$ cat src/hdl/uer_pkg.sv
// ---------------------------------------------------------------------------
// uer_pkg - shared types and constants for the echo ranger core
// Word formats, event and phase codes, divider reciprocal and bounds.
// ---------------------------------------------------------------------------
`default_nettype none

package uer_pkg;

   localparam int TIME_WIDTH_DEF = 32;

   localparam int MIN_CFG_W = 9;
   localparam int TMO_CFG_W = 10;
   localparam int CSR_DATA_W = 10;
   localparam int CSR_IDX_W = 1;
   localparam int ELAPSED_W = 11;
   localparam int CNT_W = 32;

   localparam logic [CSR_IDX_W-1:0] CSR_MIN_DISTANCE = 1'd0;
   localparam logic [CSR_IDX_W-1:0] CSR_TIMEOUT = 1'd1;

   localparam logic [MIN_CFG_W-1:0] MIN_DISTANCE_RST = 9'd2;
   localparam logic [TMO_CFG_W-1:0] TIMEOUT_RST = 10'd35;

   localparam logic [1:0] FN_START = 2'd0;
   localparam logic [1:0] FN_EDGE = 2'd1;
   localparam logic [1:0] FN_TICK = 2'd2;

   localparam logic [ELAPSED_W-1:0] ELAPSED_MAX = 11'd2047;

   // bounds: min * 58 fits 15 bits, timeout * 1000 fits 20 bits
   localparam int MIN_BND_W = 15;
   localparam int MAX_BND_W = 20;
   localparam logic [MIN_BND_W-1:0] US_PER_CM = 15'd58;
   localparam logic [MAX_BND_W-1:0] US_PER_MS = 20'd1000;

   // a valid echo is below 2^20, so x/58 = (x * ceil(2^32/58)) >> 32 exactly
   localparam int DIV_IN_W = 20;
   localparam int RECIP_W = 27;
   localparam int PROD_W = DIV_IN_W + RECIP_W;
   localparam int RECIP_SHIFT = 32;
   localparam logic [RECIP_W-1:0] RECIP_58 = 27'd74051161;
   localparam int DIST_W = 16;

   typedef enum logic [2:0] {
      PH_IDLE = 3'd0,
      PH_WAIT_RISE = 3'd1,
      PH_WAIT_FALL = 3'd2,
      PH_DONE = 3'd3,
      PH_TIMEOUT = 3'd4
   } phase_type;

   typedef struct packed {
      logic [1:0] func;
      logic [31:0] capture_time;
   } req_word_type;

   typedef struct packed {
      logic [2:0] phase;
      logic [31:0] echo_width_us;
      logic [15:0] range_cm;
      logic distance_valid;
      logic trigger_fire;
      logic [31:0] starts_seen;
      logic [31:0] rises_seen;
      logic [31:0] falls_seen;
      logic [31:0] timeouts_seen;
   } rsp_word_type;

endpackage

`default_nettype wire

$ cat src/hdl/ultrasonic_echo_ranger_core.sv
// ---------------------------------------------------------------------------
// ultrasonic_echo_ranger_core - echo pulse distance measurement
// Start/edge/tick event sequencer with echo width, distance and counters.
// ---------------------------------------------------------------------------
// Usage:
//   req_* carries one event word (start, echo edge with timestamp, or 1 ms
//   tick); rsp_* returns one status word per event, in order. Both use
//   valid/ready. csr_* writes the minimum distance (index 0) and the
//   timeout (index 1); write only while no event is in flight.
// Path: the state update is done at accept and held with the event in
//   the middle stage; from there the distance bounds are checked and the
//   echo width is divided by 58 with a reciprocal multiply into the
//   output register, which drives rsp_valid.
// Throughput: one event per cycle while the output is not stalled.
// Stall: while rsp_ready is low the output word holds, the middle stage
//   fills, and req_ready drops once both are occupied.
// Reset: clears state, counters, config to defaults and both stages.
// ---------------------------------------------------------------------------
`default_nettype none

module ultrasonic_echo_ranger_core #(
   parameter int TIME_WIDTH = uer_pkg::TIME_WIDTH_DEF
) (
   input wire logic clock,
   input wire logic reset,
   input wire logic req_valid,
   output logic req_ready,
   input wire uer_pkg::req_word_type req_data,
   output logic rsp_valid,
   input wire logic rsp_ready,
   output uer_pkg::rsp_word_type rsp_data,
   input wire logic csr_we,
   input wire logic [uer_pkg::CSR_IDX_W-1:0] csr_index,
   input wire logic [uer_pkg::CSR_DATA_W-1:0] csr_wdata
);

   // config
   logic [uer_pkg::MIN_CFG_W-1:0] min_dist_ff;
   logic [uer_pkg::TMO_CFG_W-1:0] timeout_ff;

   // measurement state
   uer_pkg::phase_type phase_ff, phase_in;
   logic [TIME_WIDTH-1:0] rise_ff, rise_in;
   logic [TIME_WIDTH-1:0] echo_ff, echo_in;
   logic [uer_pkg::ELAPSED_W-1:0] elapsed_ff, elapsed_in;
   logic [uer_pkg::CNT_W-1:0] starts_ff, starts_in;
   logic [uer_pkg::CNT_W-1:0] rises_ff, rises_in;
   logic [uer_pkg::CNT_W-1:0] falls_ff, falls_in;
   logic [uer_pkg::CNT_W-1:0] timeouts_ff, timeouts_in;
   logic fire;

   // middle stage
   logic s1_vld_ff;
   uer_pkg::phase_type s1_phase_ff;
   logic [TIME_WIDTH-1:0] s1_echo_ff;
   logic s1_fire_ff;
   logic [uer_pkg::CNT_W-1:0] s1_starts_ff, s1_rises_ff, s1_falls_ff, s1_timeouts_ff;

   // output stage
   logic rsp_vld_ff;
   uer_pkg::rsp_word_type rsp_ff, rsp_in;

   logic advance;
   logic req_fire;
   logic busy;
   logic [TIME_WIDTH-1:0] cap_t;
   logic [uer_pkg::ELAPSED_W-1:0] elapsed_inc;
   logic [uer_pkg::MIN_BND_W-1:0] min_bound;
   logic [uer_pkg::MAX_BND_W-1:0] max_bound;
   logic [31:0] echo32;
   logic in_bounds;
   logic dist_ok;
   logic [uer_pkg::PROD_W-1:0] prod;

   assign advance = !rsp_vld_ff || rsp_ready;
   assign req_ready = !s1_vld_ff || advance;
   assign req_fire = req_valid && req_ready;
   assign rsp_valid = rsp_vld_ff;
   assign rsp_data = rsp_ff;

   assign busy = (phase_ff == uer_pkg::PH_WAIT_RISE) || (phase_ff == uer_pkg::PH_WAIT_FALL);
   assign cap_t = req_data.capture_time[TIME_WIDTH-1:0];
   assign elapsed_inc = (elapsed_ff < uer_pkg::ELAPSED_MAX) ? elapsed_ff + 1'b1 : elapsed_ff;

   // next state
   always_comb begin
      phase_in = phase_ff;
      unique case (req_data.func)
         uer_pkg::FN_START: begin
            if (!busy) phase_in = uer_pkg::PH_WAIT_RISE;
         end
         uer_pkg::FN_EDGE: begin
            if (phase_ff == uer_pkg::PH_WAIT_RISE) phase_in = uer_pkg::PH_WAIT_FALL;
            else if (phase_ff == uer_pkg::PH_WAIT_FALL) phase_in = uer_pkg::PH_DONE;
         end
         uer_pkg::FN_TICK: begin
            if (busy && (elapsed_inc > uer_pkg::ELAPSED_W'(timeout_ff))) begin
               phase_in = uer_pkg::PH_TIMEOUT;
            end
         end
         default: phase_in = phase_ff;
      endcase
   end

   // datapath
   always_comb begin
      rise_in = rise_ff;
      echo_in = echo_ff;
      elapsed_in = elapsed_ff;
      starts_in = starts_ff;
      rises_in = rises_ff;
      falls_in = falls_ff;
      timeouts_in = timeouts_ff;
      fire = 1'b0;
      unique case (req_data.func)
         uer_pkg::FN_START: begin
            if (!busy) begin
               rise_in = '0;
               echo_in = '0;
               elapsed_in = '0;
               starts_in = starts_ff + 1'b1;
               fire = 1'b1;
            end
         end
         uer_pkg::FN_EDGE: begin
            if (phase_ff == uer_pkg::PH_WAIT_RISE) begin
               rise_in = cap_t;
               rises_in = rises_ff + 1'b1;
            end else if (phase_ff == uer_pkg::PH_WAIT_FALL) begin
               echo_in = cap_t - rise_ff;
               falls_in = falls_ff + 1'b1;
            end
         end
         uer_pkg::FN_TICK: begin
            if (busy) begin
               elapsed_in = elapsed_inc;
               if (elapsed_inc > uer_pkg::ELAPSED_W'(timeout_ff)) begin
                  echo_in = '0;
                  timeouts_in = timeouts_ff + 1'b1;
               end
            end
         end
         default: fire = 1'b0;
      endcase
   end

   always_ff @(posedge clock) begin
      if (reset) begin
         min_dist_ff <= uer_pkg::MIN_DISTANCE_RST;
         timeout_ff <= uer_pkg::TIMEOUT_RST;
      end else if (csr_we) begin
         unique case (csr_index)
            uer_pkg::CSR_MIN_DISTANCE: min_dist_ff <= csr_wdata[uer_pkg::MIN_CFG_W-1:0];
            uer_pkg::CSR_TIMEOUT: timeout_ff <= csr_wdata[uer_pkg::TMO_CFG_W-1:0];
            default: timeout_ff <= timeout_ff;
         endcase
      end
   end

   always_ff @(posedge clock) begin
      if (reset) begin
         phase_ff <= uer_pkg::PH_IDLE;
         rise_ff <= '0;
         echo_ff <= '0;
         elapsed_ff <= '0;
         starts_ff <= '0;
         rises_ff <= '0;
         falls_ff <= '0;
         timeouts_ff <= '0;
      end else if (req_fire) begin
         phase_ff <= phase_in;
         rise_ff <= rise_in;
         echo_ff <= echo_in;
         elapsed_ff <= elapsed_in;
         starts_ff <= starts_in;
         rises_ff <= rises_in;
         falls_ff <= falls_in;
         timeouts_ff <= timeouts_in;
      end
   end

   always_ff @(posedge clock) begin
      if (reset) begin
         s1_vld_ff <= 1'b0;
      end else if (req_ready) begin
         s1_vld_ff <= req_valid;
      end
   end

   always_ff @(posedge clock) begin
      if (req_fire) begin
         s1_phase_ff <= phase_in;
         s1_echo_ff <= echo_in;
         s1_fire_ff <= fire;
         s1_starts_ff <= starts_in;
         s1_rises_ff <= rises_in;
         s1_falls_ff <= falls_in;
         s1_timeouts_ff <= timeouts_in;
      end
   end

   // bounds and divide by 58
   assign min_bound = uer_pkg::MIN_BND_W'(min_dist_ff) * uer_pkg::US_PER_CM;
   assign max_bound = uer_pkg::MAX_BND_W'(timeout_ff) * uer_pkg::US_PER_MS;
   assign echo32 = 32'(s1_echo_ff);
   assign in_bounds = (echo32 >= 32'(min_bound)) && (echo32 <= 32'(max_bound));
   assign dist_ok = (s1_phase_ff == uer_pkg::PH_DONE) && in_bounds;
   assign prod = uer_pkg::PROD_W'(echo32[uer_pkg::DIV_IN_W-1:0])
      * uer_pkg::PROD_W'(uer_pkg::RECIP_58);

   always_comb begin
      rsp_in.phase = s1_phase_ff;
      rsp_in.echo_width_us = echo32;
      rsp_in.range_cm = dist_ok
         ? uer_pkg::DIST_W'(prod[uer_pkg::PROD_W-1:uer_pkg::RECIP_SHIFT]) : '0;
      rsp_in.distance_valid = dist_ok;
      rsp_in.trigger_fire = s1_fire_ff;
      rsp_in.starts_seen = s1_starts_ff;
      rsp_in.rises_seen = s1_rises_ff;
      rsp_in.falls_seen = s1_falls_ff;
      rsp_in.timeouts_seen = s1_timeouts_ff;
   end

   always_ff @(posedge clock) begin
      if (reset) begin
         rsp_vld_ff <= 1'b0;
      end else if (advance) begin
         rsp_vld_ff <= s1_vld_ff;
      end
   end

   always_ff @(posedge clock) begin
      if (advance && s1_vld_ff) begin
         rsp_ff <= rsp_in;
      end
   end

   a_valid_means_done: assert property (@(posedge clock) disable iff (reset)
      rsp_valid && rsp_data.distance_valid |-> rsp_data.phase == uer_pkg::PH_DONE)
      else $error("distance_valid outside done");

   a_invalid_zero: assert property (@(posedge clock) disable iff (reset)
      rsp_valid && !rsp_data.distance_valid |-> rsp_data.range_cm == '0)
      else $error("distance nonzero while invalid");

   a_fire_arms: assert property (@(posedge clock) disable iff (reset)
      s1_vld_ff && s1_fire_ff |-> s1_phase_ff == uer_pkg::PH_WAIT_RISE)
      else $error("trigger without arming");

   a_stall_holds: assert property (@(posedge clock) disable iff (reset)
      s1_vld_ff && !advance |=> s1_vld_ff && $stable(s1_echo_ff))
      else $error("middle stage lost under stall");

   a_reset_clears: assert property (@(posedge clock)
      reset |=> !rsp_valid && !s1_vld_ff && phase_ff == uer_pkg::PH_IDLE)
      else $error("reset did not clear pipeline");

endmodule

`default_nettype wire
$ cat config.mk
export PLATFORM = sky130hd
export DESIGN_NAME = ultrasonic_echo_ranger_core
export DESIGN_NICKNAME = d
export VERILOG_FILES = /design/src/hdl/uer_pkg.sv /design/src/hdl/ultrasonic_echo_ranger_core.sv
export SDC_FILE = /design/constraint.sdc
export NUM_CORES = 2
export LEC_CHECK = 0
export BUFFER_PORTS_ARGS = -buffer_cell sky130_fd_sc_hd__buf_2
export CAP_MARGIN = 25
export CORE_UTILIZATION = 56
export DETAILED_ROUTE_END_ITERATION = 16
export PLACE_DENSITY_LB_ADDON = 0.15
export SLEW_MARGIN = 0
export SYNTH_ARGS = -nofsm -noshare
export SYNTH_HDL_FRONTEND = slang
export SYNTH_SLANG_ARGS = --single-unit
$ cat constraint.sdc
create_clock -name clock -period 8.95 [get_ports clock]
set_clock_uncertainty 0.1 [all_clocks]
set_input_delay 0.895 -clock clock [delete_from_list [all_inputs] [get_ports clock]]
set_output_delay 0.895 -clock clock [all_outputs]
set_load 0.01 [all_outputs]
# Word level (Yosys, flattened, before mapping)
# Index checks and enable logic that the tools add are counted.
[op_classes]
muxes = 29
n_mul = 3
n_reduce_logical = 17
order_cmp = 4
n_shift = 0
n_addsub = 6
n_div = 0
bitwise = 1
eq_ne = 8
[op_table]
columns = ["op", "count"]
rows = [
  ["$mux W32", 17],
  ["$add A32 B1 Y32 const B", 4],
  ["$pmux W32 S3", 1],
  ["$pmux W32 S2", 1],
  ["$mul A20 B27 Y47 const B", 1],
  ["$mux W11", 3],
  ["$ge A32 B15 Y1", 1],
  ["$le A32 B20 Y1", 1],
  ["$sub A32 B32 Y32", 1],
  ["$pmux W11 S2", 1],
  ["$mul A10 B7 Y17 const B", 1],
  ["$mul A9 B5 Y14 const B", 1],
  ["$mux W3", 4],
  ["$add A11 B1 Y11 const B", 1],
  ["$gt A11 B10 Y1", 1],
  ["$lt A11 B11 Y1 const B", 1],
  ["$pmux W3 S3", 1],
  ["$reduce_and A4 Y1", 2],
  ["$eq A3 B2 Y1 const B", 2],
  ["$ne A2 B2 Y1 const B", 3],
  ["$logic_and A1 B1 Y1", 5],
  ["$reduce_and A2 Y1", 2],
  ["$reduce_bool A2 Y1", 2],
  ["$eq A3 B1 Y1 const B", 1],
  ["7 further kinds", 10],
]
[word_totals]
output_inout_bits = 183
in_bits = 50
mem_count = 0
ram_bits = 0
regBits = 572
romBits = 0
latch_bits = 0

# Depth between registers and ports, before layout
[depth]
depth_word = 6
mapped_depth = 24
ltp_nobuf = 24

# Worst setup path before layout
# Ideal clock, no wire load.
[synth_timing]
path_kind = "input-to-reg"
startpoint = "in rsp_ready"
endpoint = "reg rsp_ff (netlist bit rsp_data[0]) (enable)"
t_arrival_ps = 8921
stages = 2
slack_ps = -815
setup_ps = 745
required_time_ps = 8105
path_cell_list = "nor2b_1 nor2b_1"
[synth_between]
elab_chain_len = 2
[synth_lines]
columns = ["item", "line", "text"]
rows = [
  ["from (decl)", "ultrasonic_echo_ranger_core.sv:30", "input wire logic rsp_ready,"],
  ["$logic_or A1 B1 Y1", "ultrasonic_echo_ranger_core.sv:75", "assign advance = !rsp_vld_ff || rsp_ready;"],
  ["$logic_and A1 B1 Y1", "ultrasonic_echo_ranger_core.sv:233", "if (advance && s1_vld_ff) begin"],
  ["to (signal assigned)", "ultrasonic_echo_ranger_core.sv:234", "rsp_ff <= rsp_in;"],
  ["to (decl)", "ultrasonic_echo_ranger_core.sv:61", "uer_pkg::rsp_word_type rsp_ff, rsp_in;"],
]
# Every way passes these cells.
# A chain may end at the register's enable or synchronous reset.

# Worst setup path after layout
[layout_timing]
startpoint = "reg s1_echo_ff[18], in the netlist echo32[18]"
endpoint = "reg rsp_ff (netlist bit rsp_data[143]) (data pin)"
[layout_between]
elab_chain_len = 3
elab_cells_between_ends = 5
classes_between = "mul (1); order compare (2); reduce/logical (2)"
[layout_lines]
columns = ["item", "line", "text"]
rows = [
  ["from (decl)", "ultrasonic_echo_ranger_core.sv:55", "logic [TIME_WIDTH-1:0] s1_echo_ff;"],
  ["from (signal assigned)", "ultrasonic_echo_ranger_core.sv:193", "s1_echo_ff <= echo_in;"],
  ["parallel branches: the longest is 3 deep, another holds $mul A20 B27 Y47", "-", ""],
]
# Parallel ways; which one is timed is not known.

==> out/metrics.yaml <==
run_status:
  status: "complete, no violations"
floorplan:
  initial_utilization_pct: 56.7
  die_w_um: 255
  io_pins: 233
  coreArea_mm2: 0.0631
  die_y_um: 255
  dieArea_mm2: 0.0649
  fp-row-count: 92
route:
  drc: 0
  viasPerCell: 5.47
  final_antenna_net_count: 0
  vias: 24133
  drtIter0Drc: 1728
  drt-total-wl_mm: 85.4
  first_pass_iters: 7
  wl_per_cell_um: 19.3
power:
  p_int_w: 0.00630
  p_switching_w: 0.00372
  ir_drop_v: 0.000363
  clkPwrFrac_pct: 24.8
  cellPowerDensity_mw_per_mm2: 252
  power_frac_seq_pct: 29.3
  power_frac_comb_pct: 45.9
  swShare_pct: 37.2
  p_total_w: 0.0100
  leakagePower_nw: 17.4
setup_path:
  criticalPathCategory: "flop to flop"
  r2r_start: "echo32[18]"
  crit_required_ns: 9.22
  worst-path-max-fanout: 11
  reg2reg_depth: 23
  r2r_slack_ns: 1.26
  endpoint: "rsp_data[143]"
  endpoint_kind: "flop"
  crit_start: "echo32[18]"
  start_kind: "flop"
  cp_data_arrival_time_ns: 7.96
  r2r-end: "rsp_data[143]"
timing:
  setup_viol: 0
  worst_pin_slew_ns: 0.996
  finalHoldViolations: 0
  period_share_pct: 85.9
  finalSetupTns_ns: 0
  slew_viol_final: 0
  hold_ws_ns: 0.314
  max_freq_ghz: 0.130
  min_period_ns: 7.69
  slew_headroom_pct: 33.6
  rsz0062_at_grt: "no"
final_layout:
  drive_gt1_share_pct: 10.6
  finalCoreUtilization_pct: 63.1
  syn2layout_area_growth_pct: 11.3
  nets: 4175
  final_area_mm2: 0.0398
grt:
  antenna_found_initial: 13
  grt_use_total_pct: 26.6
  grt_pass1_wl_mm: 133
  grt_pass1_vias: 24269
  grt_overflow: 0
  grt_max_degree: 131
clock_network:
  cts_tree: "done"
  postCtsSetupBuffers: 0
  ctsHoldBuffers: 0
  insertion_delay_ns: 0.65
  cts.path.max_buffers: 3
  cts_root_buf: "clkbuf_16"
  path_clk_slew_ns: 0.06
  cts_resized: 0
  numCtsBuffers: 59
  htreeDepth: 2
  clock_sinks: 571
synth:
  syn_area_per_cell_um2: 10.9
  yosysUniqueCellTypes: 83
  syn-cell-area_mm2: 0.0358
  netlist_instances: 3287
  seq_area_frac_synth_pct: 41.6
  syn_nets: 3950
  ys_ff_latch: 571
  dominantRegCellSynth: "edfxtp_1"
  ys_warn_count: 0
  async_flop_share_pct: 0
  synth_edf_count: 344
place:
  gp_congestion: 0.916
  dpl-instance-area_mm2: 0.0378
  io_buffers: 231
  place_hpwl_mm: 65.0
hold_path:
  worst_hold_path_type: "flop to flop"
flow_run:
  drv_cap: 0
-- through the flow --
stage	worst slack, ns	std cells
floorplan	1.59	3287
global placement	1.41	4296
detailed placement	1.33	4297
CTS	1.31	4409
global route	0.807	4413
finish	1.26	4415
-- synth_stat cells, drive strengths merged, types with 36 or more instances --
library cell / n / area, um^2
inv: 432 / 1620
ha: 370 / 4630
edfxtp: 344 / 10300
nor2: 304 / 1160
fa: 243 / 4860
dfxtp: 227 / 4540
nand2: 221 / 832
xnor2: 150 / 1310
xor2: 133 / 1160
a21oi: 123 / 616
o21ai: 93 / 465
clkbuf: 71 / 267
nand3: 70 / 360
nor3: 57 / 302
a22oi: 50 / 375
nand4: 43 / 305
and3: 36 / 231
-- registers in the layout, indices dropped and copies added (netlist names), 9 cells and up --
signal and count:
rises_ff 32, min_dist_ff 9, echo32 32, s1_falls_ff 32, elapsed_ff 11, rise_ff 32, rsp_data 180, s1_timeouts_ff 32
s1_rises_ff 32, starts_ff 32, timeout_ff 10, falls_ff 32, timeouts_ff 32, echo_ff 32, s1_starts_ff 32
-- power groups by stage --
stage | clock, W | sequential (W) | combinational (W)
floorplan | 0 | 0.00300 | 0.00342
CTS | 0.00254 | 0.00294 | 0.00463
finish | 0.00248 | 0.00294 | 0.00460
detailed placement | 0 | 0.00299 | 0.00456
global route | 0.00265 | 0.00295 | 0.00524
global placement | 0 | 0.00299 | 0.00441
-- worst min path at each step --
stage               slack (ns)              start  cells after the start            end
global placement          0.30   s1_starts_ff[22]                      0  rsp_data[118]
finish                    0.31     s1_rises_ff[3]                      0   rsp_data[67]
floorplan                 0.30  s1_timeouts_ff[0]                      0    rsp_data[0]
CTS                       0.31    s1_falls_ff[24]                      0   rsp_data[56]
global route              0.32    s1_falls_ff[24]                      0   rsp_data[56]
detailed placement        0.30   s1_starts_ff[31]                      0  rsp_data[127]
-- placed cells by master (no fill, tap or decap), types with 50 or more instances in the layout --
master,count
nor3_1,55
a22oi_1,50
clkbuf_16,59
buf_2,230
o21ai_0,91
a21oi_1,123
xnor2_1,150
xor2_1,133
dfxtp_1,227
nor2_1,300
fa_1,243
inv_1,431
nand3_1,68
ha_1,370
edfxtp_1,344
nand2_1,219
-- per-layer routing --
metal	global-route usage [%]	part of all wire (%)	up-vias
met3	5.09	5.8	97
met4	6.43	2.1	6
met5	0	0.048	-
met1	36.1	44	11914
met2	44.1	48	529
li1	-	-	11587
-- cell type report --
class                      count  area, um^2
antenna                        6        15.0
timing repair buffer         251        1350
clock inverter                34         370
tap                          846        1060
multi-input combinational   2197       18900
sequential                   571       14900
clock buffer                  78        1590
fill                        5187       23300
inverter                     432        1630
-- critical path, stage by stage, from the launching register on --
cell,delay (ns)
edfxtp_1,0.63
inv_1,0.14
ha_1,0.41
inv_1,0.12
fa_1,0.51
fa_1,0.57
inv_1,0.07
fa_1,0.53
inv_1,0.07
fa_1,0.52
fa_1,0.51
fa_1,0.51
inv_1,0.04
ha_1,0.32
o21ai_0,0.10
a211oi_1,0.28
o21ai_0,0.14
a21oi_1,0.37
o221ai_1,0.29
o31ai_1,0.52
a41oi_1,0.23
a21boi_0,0.26
xnor2_1,0.14
nor2_1,0.06
-- logic make-up after synthesis --
logic type / count (synthesis) / share of synthesized area [%]
XOR/XNOR: 283 / 6.93
other: 1 / 0.0105
flip-flops: 571 / 41.6
buffers and inverters: 519 / 5.55
AO/OA/AOI/OAI: 420 / 7.50
multiplexers: 5 / 0.147
adder cells (fa/ha/maj): 613 / 26.6
AND/OR/NAND/NOR: 875 / 11.7
No activity file was read; power rests on OpenSTA's default activity.
